[config.mk]
export PLATFORM = sky130hd
export DESIGN_NAME = ptc_out
export DESIGN_NICKNAME = d
export VERILOG_FILES = /design/src/rtl/core/ptc_pkg.sv /design/src/rtl/core/ptc_out.sv
export SDC_FILE = /design/constraint.sdc
export NUM_CORES = 1
export LEC_CHECK = 0
export BUFFER_PORTS_ARGS = -buffer_cell sky130_fd_sc_hd__buf_2
export CORE_MARGIN = 1
export CORE_UTILIZATION = 36
export CTS_CLUSTER_SIZE = 24
export DETAILED_ROUTE_END_ITERATION = 6
export PLACE_DENSITY = 0.78
export REMOVE_ABC_BUFFERS = 1
export SLEW_MARGIN = 30
export SYNTH_ARGS = -nofsm -noshare
export SYNTH_HDL_FRONTEND = slang
export SYNTH_SLANG_ARGS = --single-unit
export TNS_END_PERCENT = 50
[constraint.sdc]
create_clock -name clk -period 1.9 [get_ports clk]
set_input_delay 0.38 -clock clk [delete_from_list [all_inputs] [get_ports clk]]
set_output_delay 0.38 -clock clk [all_outputs]
set_load 0.03 [all_outputs]
[src/rtl/core/ptc_pkg.sv]
// shared constants, types and helpers for the pitch transition counter
package ptc_pkg;

	localparam int PITCHES    = 128;
	localparam int COUNT_BITS = 16;
	localparam int MAX_TOP    = 64;

	localparam int PBITS     = (PITCHES > 2) ? $clog2(PITCHES) : 1;
	localparam int IDX_BITS  = $clog2(PITCHES * PITCHES);
	localparam int RANK_BITS = $clog2(MAX_TOP + 1);

	localparam int PITCH_W = 7;
	localparam int TOPN_W  = 7;
	localparam int HIT_W   = 16;
	localparam int TOTAL_W = 32;

	localparam logic [1:0] OP_CLEAR  = 2'd0;
	localparam logic [1:0] OP_NOTE   = 2'd1;
	localparam logic [1:0] OP_REPORT = 2'd2;

	localparam logic [COUNT_BITS-1:0] COUNT_MAX = '1;
	localparam logic [TOTAL_W-1:0]    TOTAL_MAX = '1;

	typedef struct packed {
		logic [1:0]         op;
		logic [PITCH_W-1:0] pitch;
		logic               song_start;
		logic [TOPN_W-1:0]  top_n;
	} item_t;

	typedef struct packed {
		logic [PITCH_W-1:0] from_pitch;
		logic [PITCH_W-1:0] to_pitch;
		logic [HIT_W-1:0]   hit_count;
		logic [TOTAL_W-1:0] total_count;
		logic               found;
		logic               last;
	} result_t;

	function automatic logic [IDX_BITS-1:0] pair_addr(input logic [PBITS-1:0] r,
		input logic [PBITS-1:0] c);
		return IDX_BITS'(r) * IDX_BITS'(PITCHES) + IDX_BITS'(c);
	endfunction

endpackage

[src/rtl/core/ptc_out.sv]
// output beat register for report results
module ptc_out (
	input  logic             clk,
	input  logic             arst_n,
	input  logic             load,
	input  ptc_pkg::result_t res,
	output logic             free,
	output logic             m_tvalid,
	input  logic             m_tready,
	output logic [63:0]      m_tdata,
	output logic             m_tuser,
	output logic             m_tlast
);

	logic             valid_q;
	ptc_pkg::result_t res_q;

	assign free = !valid_q || m_tready;

	always_ff @(posedge clk or negedge arst_n) begin
		if (!arst_n) begin
			valid_q <= 1'b0;
		end else if (load) begin
			valid_q <= 1'b1;
		end else if (m_tready) begin
			valid_q <= 1'b0;
		end
	end

	always_ff @(posedge clk) begin
		if (load) begin
			res_q <= res;
		end
	end

	assign m_tvalid = valid_q;
	assign m_tdata  = {2'b00, res_q.total_count, res_q.hit_count, res_q.to_pitch,
		res_q.from_pitch};
	assign m_tuser  = res_q.found;
	assign m_tlast  = res_q.last;

endmodule

# After elaboration in Yosys (flattened, before gate mapping)
# Cells that the tools add are included.
[op_classes]
mux = 2
reduce_logical = 3
[op_table]
columns = ["cell", "n"]
rows = [
  ["two-way mux 1 bit", 2],
  ["nonzero test 2 bit", 1],
  ["zero test 1 bit", 1],
  ["logical OR 1 bit", 1],
]
[totals]
regBits = 65
input_bits = 68
out_inout_bits = 68
elab_cells = 12

# Depth between registers and ports, before layout
[logic_depth]
word_depth = 2
depth_mapped = 2
mapped_depth_nobuf = 2

# Worst setup path before layout
# OpenSTA, ideal clock, no wires.
[synth_timing]
path_type = "reg-to-output"
from = "register valid_q (netlist: m_tvalid)"
to = "output port free"
t_arrival_ps = 672
t_required_ps = 1520
setup_slack_ps = 848
path_stages_with_launch = 2
n_path_buf = 0
path_cell_list = "dfrtp_1 > nand2b_4"
[synth_between]
elab_chain_len = 2
[synth_rtl]
columns = ["item", "line", "rtl"]
rows = [
  ["from (decl)", "ptc_out.sv:15", "logic valid_q;"],
  ["from (signal assigned)", "ptc_out.sv:22", "valid_q <= 1'b0;"],
  ["from (signal assigned)", "ptc_out.sv:24", "valid_q <= 1'b1;"],
  ["from (signal assigned)", "ptc_out.sv:26", "valid_q <= 1'b0;"],
  ["zero test 1 bit", "ptc_out.sv:18", "assign free = !valid_q || m_tready;"],
  ["logical OR 1 bit", "ptc_out.sv:18", ""],
  ["to (decl)", "ptc_out.sv:7", "output logic free,"],
]
# Every way passes these cells.

# Final worst setup path
# Same ends and word-level chain as after synthesis.

==> flow_summary.ini <==
[critical_path]
critPathTopFamily = flip-flops
path_buf_inv = 1
cp.depth = 2
cp.arrival_ns = 0.99
required_ns = 1.52
rr_worst_depth = 2
path_class = flop to output port
path_cells = nand2b_4 -> buf_2
cpPeakStageDelay_ns = 0.40
end_kind = output port
critical-path-slowest-cell = dfrtp_1
critPathMaxFanout = 2
cp-start-kind = flop

[drt]
drt_iter0_drc = 40
vias = 1198
postRouteAntennaNets = 0
routedWlPerCell_um = 13.38
viasPerCell = 4.117
first_pass_iters = 4
drc_errors = 0
wirelength_um = 3893

[clock_tree]
htreeDepth = 3
clk_path_buf_depth = 2
numCtsBuffers = 9
cts-root-buf = clkbuf_8
cts.sinks = 65
cts_resized = 0
cts.clk_slew.worst_paths_ns = 0.07
cts_tree = yes
worstSkewPairLatency_ns = 0.32

[final_layout]
layout-drive-gt1-share = 0.6833
area_growth_pct = 48.58
fin_util = 0.5675
nets = 284
diodes = 0

[place]
dp_hpwl_um = 2894
io_buffers = 133
place.gp.congestion = 0.6922

[logic_synthesis]
synth_top_area_share = 0.9666
synth_cell_types = 6
synth_area_mm2 = 0.001988
synth-seq-area-share = 0.9792
yosysTopAreaCell = edfxtp_1
synth_warnings = 0
avgSynthCellArea_um2 = 28.40
synth_cells = 70
ys_ff_latch = 65
synthTopCellsByArea = edfxtp_1, dfrtp_1, buf_4

[global_routing]
grt_pass1_wl_um = 5878
antenna_found_initial = 0
grt_max_degree = 44
grt-ovfl-total = 0
grt_pass1_vias = 1270
grt.total_usage = 0.1412

[floorplanning]
core_area_mm2 = 0.005205
die_area_mm2 = 0.005824
ioPinCount = 136
rows = 26
die_h_um = 76.32
start_util = 0.3820
die_x_um = 76.32

[sta]
grt_setup_unrepaired = no
tns_ns = 0
setup_viol = 0
period_share = 0.7226
fmax_ghz = 0.7284
fin_crit_ns = 1.373
slew_violations = 0
report.final.hold_viol_count = 0
clock_skew_ns = 0

[pwr]
worst_ir_drop_vdd_uv = 675.8
p_leak_nw = 1.285
powerDensity_mw_per_mm2 = 1101

[worst_hold_path]
hp-class = primary input to flop
holdPathStages = 1

[outcome]
outcome = finished clean

[flow_run]
cap_violations = 0
[cells by family after synthesis]
kind of cell           synth area share
buffers and inverters          0.007550
other                          0.001886
DFF                              0.9792
and+or+nand+nor                 0.01133
[routing by layer]
metal	part of all wire	vias to the layer above	wire [um]	track usage
li1	-	565	-	-
met1	0.35	547	1354	0.1448
met2	0.51	79	1990	0.2279
met3	0.12	7	467	0.06946
met4	0.021	0	80	0.09231
met5	0	-	0	0
[layout make-up]
cell class                 instances  area [um^2]
multi-input combinational          4        30.03
fill                             430         2251
sequential                        65         1947
clock buffer                      10        127.6
clock inverter                     6        58.81
timing repair buffer             136        703.2
tap                               70        87.58
[cell usage in the layout, fill, tap and decap left out, types with 2 or more instances in the layout]
cell and instances:
edfxtp_1 64, conb_1 2, buf_2 133, clkinv_2 2, clkbuf_8 9, clkinvlp_4 2
[cells in the mapped netlist (all sizes together)]
library cell / count
buf: 2
edfxtp: 64
conb: 1
nand2b: 2
dfrtp: 1
[metrics by stage]
| stage | hold WS (ns) | instances | instance area, um^2 | total power (W) | setup WS [ns] |
|---|---|---|---|---|---|
| final | 0.2250 | 291 | 2954 | 0.003254 | 0.5271 |
| after global routing | 0.2070 | 291 | 2954 | 0.003379 | 0.4801 |
| after CTS | 0.2108 | 291 | 2954 | 0.003297 | 0.4999 |
| after detailed placement | 0.1601 | 274 | 2758 | 0.002209 | 0.7404 |
| after global placement | 0.1576 | 274 | 2758 | 0.002199 | 0.7400 |
| after floorplan | 0.08441 | 69 | 1977 | 0.002008 | 0.8484 |
[registers in the layout, indices dropped and copies added (netlist names)]
signal / cells
m_tdata: 62
m_tlast: 1
m_tuser: 1
m_tvalid: 1
[power breakdown]
group | switching, W | internal, W | total [W]
Clock | 0.000482 | 0.000596 | 0.00108
Sequential | 0.0000254 | 0.00170 | 0.00173
Combinational | 0.000319 | 0.000130 | 0.000449
[final timing paths]
check	slack (ns)	from	end
worst max-delay path	0.53	m_tvalid	free
min in group asynchronous	0.38	arst_n	m_tvalid
worst max register to register	1.26	m_tvalid	m_tvalid
worst min-delay path	0.22	res[22]	m_tdata[50]
max in group asynchronous	1.44	arst_n	m_tvalid
worst min register to register	0.53	m_tvalid	m_tvalid
[repair_timing]
action / in CTS / in global routing
buffers inserted: 0 / 0
endpoints found under the hold margin: 1 / 0
hold buffers: 1 / 0
endpoints found under the setup margin: 0 / 0
Note: power is estimated with default switching activity, not from simulation.
