--- src/rtl/core/ptc_pkg.sv ---
// shared constants, types and helpers for the pitch transition counter
package ptc_pkg;

	localparam int PITCHES    = 128;
	localparam int COUNT_BITS = 16;
	localparam int MAX_TOP    = 64;

	localparam int PBITS     = (PITCHES > 2) ? $clog2(PITCHES) : 1;
	localparam int IDX_BITS  = $clog2(PITCHES * PITCHES);
	localparam int RANK_BITS = $clog2(MAX_TOP + 1);

	localparam int PITCH_W = 7;
	localparam int TOPN_W  = 7;
	localparam int HIT_W   = 16;
	localparam int TOTAL_W = 32;

	localparam logic [1:0] OP_CLEAR  = 2'd0;
	localparam logic [1:0] OP_NOTE   = 2'd1;
	localparam logic [1:0] OP_REPORT = 2'd2;

	localparam logic [COUNT_BITS-1:0] COUNT_MAX = '1;
	localparam logic [TOTAL_W-1:0]    TOTAL_MAX = '1;

	typedef struct packed {
		logic [1:0]         op;
		logic [PITCH_W-1:0] pitch;
		logic               song_start;
		logic [TOPN_W-1:0]  top_n;
	} item_t;

	typedef struct packed {
		logic [PITCH_W-1:0] from_pitch;
		logic [PITCH_W-1:0] to_pitch;
		logic [HIT_W-1:0]   hit_count;
		logic [TOTAL_W-1:0] total_count;
		logic               found;
		logic               last;
	} result_t;

	function automatic logic [IDX_BITS-1:0] pair_addr(input logic [PBITS-1:0] r,
		input logic [PBITS-1:0] c);
		return IDX_BITS'(r) * IDX_BITS'(PITCHES) + IDX_BITS'(c);
	endfunction

endpackage

--- src/rtl/core/ptc_ctrl.sv ---
// sequencer: clearing pass, note read-modify-write and report table scans
module ptc_ctrl (
	input  logic                           clk,
	input  logic                           arst_n,
	input  logic                           s_tvalid,
	output logic                           s_tready,
	input  ptc_pkg::item_t                 item,
	output logic                           rd_en,
	output logic [ptc_pkg::IDX_BITS-1:0]   rd_addr,
	input  logic [ptc_pkg::COUNT_BITS-1:0] rd_data,
	output logic                           wr_en,
	output logic [ptc_pkg::IDX_BITS-1:0]   wr_addr,
	output logic [ptc_pkg::COUNT_BITS-1:0] wr_data,
	input  logic                           out_free,
	output logic                           out_load,
	output ptc_pkg::result_t               out_res
);

	localparam logic [2:0] ST_CLR   = 3'd0;
	localparam logic [2:0] ST_IDLE  = 3'd1;
	localparam logic [2:0] ST_NWR   = 3'd2;
	localparam logic [2:0] ST_SCAN  = 3'd3;
	localparam logic [2:0] ST_DRAIN = 3'd4;
	localparam logic [2:0] ST_FIN   = 3'd5;

	localparam logic [ptc_pkg::PBITS-1:0] LAST_P = ptc_pkg::PBITS'(ptc_pkg::PITCHES - 1);

	logic [2:0]                      state_q;
	logic [ptc_pkg::PBITS-1:0]       row_q, col_q;
	logic [ptc_pkg::PBITS-1:0]       prev_q;
	logic                            prev_valid_q;
	logic [ptc_pkg::TOTAL_W-1:0]     total_q;
	logic [ptc_pkg::IDX_BITS-1:0]    addr_q;
	logic [ptc_pkg::RANK_BITS-1:0]   rank_q, limit_q;
	logic [ptc_pkg::COUNT_BITS-1:0]  best_q;
	logic [ptc_pkg::PBITS-1:0]       best_row_q, best_col_q;
	logic [1:0]                      nz_q;
	logic                            rd_s1;
	logic [ptc_pkg::PBITS-1:0]       row_s1, col_s1;

	logic                            accept;
	logic                            at_end;
	logic                            in_range;
	logic                            count_it;
	logic [ptc_pkg::RANK_BITS-1:0]   limit_in;
	logic [ptc_pkg::RANK_BITS-1:0]   rank_next;
	logic                            fin_go;
	logic                            last_res;

	assign s_tready  = (state_q == ST_IDLE);
	assign accept    = s_tvalid && s_tready;
	assign at_end    = (row_q == LAST_P) && (col_q == LAST_P);
	assign in_range  = {2'b00, item.pitch} < 9'(ptc_pkg::PITCHES);
	assign count_it  = prev_valid_q && !item.song_start;
	assign limit_in  = (item.top_n > ptc_pkg::TOPN_W'(ptc_pkg::MAX_TOP)) ?
		ptc_pkg::RANK_BITS'(ptc_pkg::MAX_TOP) : ptc_pkg::RANK_BITS'(item.top_n);
	assign rank_next = rank_q + 1'b1;
	assign fin_go    = (state_q == ST_FIN) && out_free;
	assign last_res  = (best_q == '0) || (rank_next == limit_q) || (nz_q < 2'd2);

	// memory port control
	always_comb begin
		rd_en   = 1'b0;
		rd_addr = ptc_pkg::pair_addr(row_q, col_q);
		wr_en   = 1'b0;
		wr_addr = ptc_pkg::pair_addr(row_q, col_q);
		wr_data = '0;
		unique case (state_q)
			ST_CLR: begin
				wr_en = 1'b1;
			end
			ST_IDLE: begin
				rd_en   = accept && (item.op == ptc_pkg::OP_NOTE) && in_range && count_it;
				rd_addr = ptc_pkg::pair_addr(prev_q, ptc_pkg::PBITS'(item.pitch));
			end
			ST_NWR: begin
				wr_en   = 1'b1;
				wr_addr = addr_q;
				wr_data = (rd_data == ptc_pkg::COUNT_MAX) ? rd_data : rd_data + 1'b1;
			end
			ST_SCAN: begin
				rd_en = 1'b1;
			end
			ST_FIN: begin
				wr_en   = fin_go && (best_q != '0);
				wr_addr = ptc_pkg::pair_addr(best_row_q, best_col_q);
			end
			default: begin
			end
		endcase
	end

	always_comb begin
		out_load            = fin_go;
		out_res.from_pitch  = (best_q == '0) ? '0 : ptc_pkg::PITCH_W'(best_row_q);
		out_res.to_pitch    = (best_q == '0) ? '0 : ptc_pkg::PITCH_W'(best_col_q);
		out_res.hit_count   = ptc_pkg::HIT_W'(best_q);
		out_res.total_count = total_q;
		out_res.found       = (best_q != '0);
		out_res.last        = last_res;
	end

	always_ff @(posedge clk or negedge arst_n) begin
		if (!arst_n) begin
			state_q      <= ST_CLR;
			row_q        <= '0;
			col_q        <= '0;
			prev_q       <= '0;
			prev_valid_q <= 1'b0;
			total_q      <= '0;
			rank_q       <= '0;
			limit_q      <= '0;
			rd_s1        <= 1'b0;
		end else begin
			rd_s1 <= (state_q == ST_SCAN);
			unique case (state_q)
				ST_CLR: begin
					if (at_end) begin
						state_q <= ST_IDLE;
					end
					if (col_q == LAST_P) begin
						col_q <= '0;
						row_q <= row_q + 1'b1;
					end else begin
						col_q <= col_q + 1'b1;
					end
				end
				ST_IDLE: begin
					row_q <= '0;
					col_q <= '0;
					if (accept) begin
						unique case (item.op)
							ptc_pkg::OP_CLEAR: begin
								total_q <= '0;
								state_q <= ST_CLR;
							end
							ptc_pkg::OP_NOTE: begin
								if (in_range) begin
									prev_q       <= ptc_pkg::PBITS'(item.pitch);
									prev_valid_q <= 1'b1;
									if (count_it) begin
										state_q <= ST_NWR;
									end
								end
							end
							ptc_pkg::OP_REPORT: begin
								rank_q  <= '0;
								limit_q <= limit_in;
								state_q <= (limit_in == '0) ? ST_FIN : ST_SCAN;
							end
							default: begin
							end
						endcase
					end
				end
				ST_NWR: begin
					if (total_q != ptc_pkg::TOTAL_MAX) begin
						total_q <= total_q + 1'b1;
					end
					state_q <= ST_IDLE;
				end
				ST_SCAN: begin
					if (at_end) begin
						state_q <= ST_DRAIN;
					end
					if (col_q == LAST_P) begin
						col_q <= '0;
						row_q <= row_q + 1'b1;
					end else begin
						col_q <= col_q + 1'b1;
					end
				end
				ST_DRAIN: begin
					state_q <= ST_FIN;
				end
				ST_FIN: begin
					row_q <= '0;
					col_q <= '0;
					if (fin_go) begin
						rank_q  <= rank_next;
						state_q <= last_res ? ST_IDLE : ST_SCAN;
					end
				end
				default: begin
					state_q <= ST_IDLE;
				end
			endcase
		end
	end

	// note address and scan best tracking
	always_ff @(posedge clk) begin
		row_s1 <= row_q;
		col_s1 <= col_q;
		if (rd_en && state_q == ST_IDLE) begin
			addr_q <= rd_addr;
		end
		if ((accept && item.op == ptc_pkg::OP_REPORT) || fin_go) begin
			best_q <= '0;
			nz_q   <= '0;
		end else if (rd_s1) begin
			if (rd_data != '0 && nz_q != 2'd2) begin
				nz_q <= nz_q + 1'b1;
			end
			if (rd_data > best_q) begin
				best_q     <= rd_data;
				best_row_q <= row_s1;
				best_col_q <= col_s1;
			end
		end
	end

endmodule

--- config.mk ---
export PLATFORM = sky130hd
export DESIGN_NAME = ptc_ctrl
export DESIGN_NICKNAME = d
export VERILOG_FILES = /design/src/rtl/core/ptc_pkg.sv /design/src/rtl/core/ptc_ctrl.sv
export SDC_FILE = /design/constraint.sdc
export NUM_CORES = 1
export LEC_CHECK = 0
export ABC_AREA = 0
export BUFFER_PORTS_ARGS = -buffer_cell sky130_fd_sc_hd__buf_2
export CORE_AREA = 5 5 157 159
export DETAILED_ROUTE_END_ITERATION = 16
export DIE_AREA = 0 0 162 164
export GPL_TIMING_DRIVEN = 0
export SLEW_MARGIN = 20
export SYNTH_ARGS = -nofsm -noshare
export SYNTH_HDL_FRONTEND = slang
export SYNTH_SLANG_ARGS = --single-unit
--- constraint.sdc ---
create_clock -name clk -period 7 [get_ports clk]
set_clock_uncertainty 0.05 [all_clocks]
set_input_delay 1.05 -clock clk [delete_from_list [all_inputs] [get_ports clk]]
set_output_delay 1.05 -clock clk [all_outputs]
set_load 0.05 [all_outputs]
After elaboration in Yosys (flattened, before gate mapping)
Cells that the tools add are included.

operators by class
  order comparisons = 3
  $add $sub $neg = 9
  muxes and demuxes = 30
  bitwise logic cells = 1
  reduce and logical (&&, ||, !) cells = 35
  eq/ne operators = 23

operators with widths
  kind                                                              count
  32-bit 2-to-1 mux                                                 3
  32-bit case mux with 2 select lines                               1
  7-bit 2-to-1 mux                                                  8
  14-bit by 7-bit adder with 14-bit output                          3
  7-bit case mux with 2 select lines                                3
  32-bit by 1-bit adder with 32-bit output (second input constant)  1
  16-bit 2-to-1 mux                                                 2
  32-bit != test (second input constant)                            1
  16-bit nonzero test                                               2
  14-bit case mux with 2 select lines                               1
  7-bit by 1-bit adder with 7-bit output (second input constant)    3
  3-bit 2-to-1 mux                                                  6
  16-bit by 1-bit adder with 16-bit output (second input constant)  1
  16-bit equality test (second input constant)                      1
  16-bit greater-than comparator                                    1
  16-bit zero test                                                  1
  3-bit case mux with 5 select lines                                1
  7-bit equality test (second input constant)                       2
  14-bit 2-to-1 mux                                                 1
  1-bit logical AND                                                 10
  2-bit != test (second input constant)                             5
  3-bit case mux with 3 select lines                                1
  3-bit AND reduction                                               3
  2-bit by 1-bit != test with 1-bit output (second input constant)  4
  24 further kinds                                                  36

word-level totals
  bits of input ports = 37
  logic and storage cells = 117
  flip-flop bits (word level) = 132

Depth between registers and ports, before layout
  depth after elaboration = 7
  depth in mapped cells = 9
  gate-level depth less buffers = 7

Worst setup path before layout
No wires, ideal clock.

  path type = input to output
  from = input rd_data[3] in the netlist's numbering
  to = output wr_data[15] in the netlist's numbering
  arrival time = 3.252 ns
  path slack = 2.648 ns
  path buffers = 1
  stages = 6
  cells stage by stage = clkbuf_1 -> and4_1 -> nand2_1 -> nor2_1 -> and4b_1 -> a211oi_1

on the way
  word-level cells in the longest chain between the ends = 3
  elaborated cells between the ends (all ways) = 4
  classes of those cells = 1 x add/sub; 1 x eq/ne; 2 x mux

ends and longest elaborated chain
  what                                                                              line            text
  from (decl)                                                                       ptc_ctrl.sv:10  input logic [ptc_pkg::COUNT_BITS-1:0] rd_data,
  16-bit by 1-bit adder with 16-bit output or 16-bit equality test (tied branches)  ptc_ctrl.sv:79  wr_data = (rd_data == ptc_pkg::COUNT_MAX) ? rd_data : rd_data + 1'b1;
  16-bit 2-to-1 mux *                                                               ptc_ctrl.sv:79
  16-bit 2-to-1 mux *                                                               ptc_ctrl.sv:68  unique case (state_q)
  to (decl)                                                                         ptc_ctrl.sv:13  output logic [ptc_pkg::COUNT_BITS-1:0] wr_data,

Every way passes the cells marked *; elsewhere a longest branch is shown, timed or not.

Worst setup path after layout
  from = input rd_data[1] in the netlist's numbering
  to = output wr_data[6] in the netlist's numbering

Same word-level chain as after synthesis.

==> results_dict.tcl <==
set metrics [dict create \
    synth.largest_area_cell "dfrtp_1" \
    antenna_left 0 \
    nets 998 \
    routed-wl-met3_mm 1.53 \
    maxCapViolCount 0 \
    fillers 2337 \
    min_path_type "reg2reg" \
    ys_seq_area_frac 0.451 \
    setup_violations 0 \
    syn_to_final_growth_pct 23.8 \
    largest-register "total_q" \
    start_kind "input pin" \
    p_leak_nw 4.11 \
    synth_cell_types 63 \
    cp-end-kind "output pin" \
    final_cell_area_mm2 0.00901 \
    grt_usage 0.165 \
    yosysWarnings 0 \
    grt-ovfl-total 0 \
    min_period_over_period 0.647 \
    report.final.slew_viol_count 0 \
    clock_sinks 132 \
    arrival_ns 3.43 \
    synth_edf_count 28 \
    synthCells 766 \
    chipWidth_um 162 \
    vdd.ir_drop.worst_v 0.000205 \
    clockBufferDepth 2 \
    met1_length_mm 10.0 \
    swShare 0.378 \
    max_freq_ghz 0.221 \
    outcome "completed" \
    initialDrtViolationCount 437 \
    place_congestion 0.879 \
    pwr-share-seq 0.369 \
    grt_pass1_wl_mm 34.6 \
    synth.most_common_cell "nand2_1" \
    dr.max_layer_used "met5" \
    synth_top_area_frac 0.247 \
    pwr-share-clk 0.336 \
    fin_setup_tns_ns 0 \
    pwr_density_cell_mw_per_mm2 294 \
    synth_area_mm2 0.00728 \
    grt_pass1_vias 6282 \
    firstDrtPassIters 5 \
    cts_made_buffers 17 \
    wl_met2_mm 9.89 \
    dp.final_hpwl_mm 16.0 \
    synthTopCellsByArea "dfrtp_1 (25%), edfxtp_1 (12%), dfxtp_1 (8.8%)" \
    pwr-share-comb 0.295 \
    clk_pin_slew_ns 0.06 \
    antenna_found_initial 3 \
    internal-power_w 0.00165 \
    ys_ff_latch 132 \
    coreArea_mm2 0.0231 \
    place_area_mm2 0.00843 \
    reg_top3 "total_q: 32 flops, best_q: 16 flops, addr_q: 14 flops" \
    antennaDiodeCount 0 \
    relSlewSlack 0.402 \
    cts_setup_buffers 0 \
    row_count 56 \
    ios 149 \
    drive_gt1_frac 0.244 \
    root_buffer "clkbuf_16" \
    syn_nets 829 \
    crit_fanout 9 \
    cts_tree "built" \
    path_class "in2out" \
    clk_latency_ns 0.43 \
    crit_required_ns 5.90 \
    route.detailed.wl_per_inst_um 17.6 \
    dieArea_mm2 0.0266 \
    worst_slew_pin_slew_ns 0.898 \
    vias 6466 \
    cts_hold_buf 0 \
    portBuffers 148 \
    synth_flop_cell "dfrtp_1" \
    drcViolationCount 0 \
    async_flop_share 0.545 \
    wirelength_mm 21.7 \
    r2r_start "state_q[0]" \
    initial_utilization 0.315 \
    cts-resized-gates 0 \
    avgSynthCellArea_um2 9.51 \
    startpoint "rd_data[1]" \
    vias_per_cell 5.22 \
    die_h_um 164 \
    rsz0062_at_grt "no" \
    grt_max_degree 44 \
    synthTopCellsByCount "nand2_1 (105), dfrtp_1 (72), nor2_1 (38)" \
    fin_crit_ns 4.53 \
    finalHoldViolCount 0 \
    h-tree-depth 4 \
    p_sw_w 0.00100 \
    largest_reg_flops 32 \
    hp-start "col_q[2]" \
]
## power groups by stage
stage / logic [W] / clock network (W) / registers (W)
after global routing: 0.000847 / 0.000938 / 0.000993
after floorplan: 0.000421 / 0 / 0.00113
final: 0.000781 / 0.000889 / 0.000977
after detailed placement: 0.000783 / 0 / 0.000991
after global placement: 0.000776 / 0 / 0.000991
after CTS: 0.000792 / 0.000908 / 0.000978
## cell families after synthesis
logic type | after synthesis | share of synthesized area
adders and majority gates | 26 | 0.0447
and+or+nand+nor | 320 | 0.235
muxes | 45 | 0.0658
AOI/OAI and AO/OA | 142 | 0.126
xor gates and xnor gates | 30 | 0.0361
DFF | 132 | 0.451
buffers and inverters | 71 | 0.0416
## stage by stage
step            util  std cells  hold slack (ns)  total power [W]  setup WS (ns)
6_report       0.390       1238            0.320          0.00265           2.47
5_1_grt        0.390       1238            0.322          0.00278           2.24
3_5_place_dp   0.365       1206            0.304          0.00177           2.56
4_1_cts        0.390       1238            0.318          0.00268           2.57
3_3_place_gp   0.363       1204            0.304          0.00177           2.19
2_1_floorplan      -        766            0.295          0.00155           2.65
## final cells by class
class,count,area (um^2),area share
multi-input combinational,563,3700,0.410
sequential,132,3280,0.364
inverter,31,116,0.0129
buffer,40,186,0.0207
clock buffer,22,485,0.0539
clock inverter,10,98.8,0.0110
tap,290,363,0.0402
timing repair buffer,150,782,0.0867
## cells in the final DEF, fill, tap and decap left out, types with 9 or more instances in the layout
cell	Yosys	layout
a21oi_1	35	35
a22oi_1	14	14
and2_1	21	21
and3_1	9	9
and4_1	10	10
buf_2	7	154
clkbuf_1	27	29
clkbuf_16	0	18
dfrtp_1	72	72
dfxtp_1	32	32
edfxtp_1	28	28
ha_1	26	26
inv_1	31	31
mux2_2	23	23
mux2i_1	22	22
nand2_1	105	105
nand2b_1	9	9
nand3_1	33	33
nand4_1	21	21
nor2_1	38	37
nor3_1	10	10
nor4_1	12	12
o21ai_0	32	32
o31ai_1	18	18
or3_1	13	13
or4_1	19	19
xnor2_1	20	20
xor2_1	10	10
## worst max-delay path, stage by stage
cell and delay [ns]:
buf_2 0.15, ha_1 0.18, nand2_1 0.20, nor4_2 0.74, and2_0 0.22, clkbuf_1 0.23, o311ai_0 0.15, o41ai_1 0.15
buf_2 0.35
## routing by layer
layer | vias up | track usage
li1 | 3135 | -
met1 | 3099 | 0.225
met2 | 197 | 0.259
met3 | 29 | 0.0467
met4 | 6 | 0.0427
met5 | - | 0
## path summary, 6_finish.rpt
| path | endpoint | slack [ns] | cells after the start |
|---|---|---|---|
| worst max-delay path | wr_data[6] | 2.47 | 9 |
| worst max register to register | best_row_q[4] | 3.63 | 8 |
| max in group asynchronous | total_q[7] | 5.80 | 2 |
| min in group asynchronous | limit_q[4] | 0.52 | 1 |
| worst min register to register | col_s1[2] | 0.32 | 0 |
| worst min-delay path | col_s1[2] | 0.32 | 0 |
No activity file was read; power rests on OpenSTA's default activity.
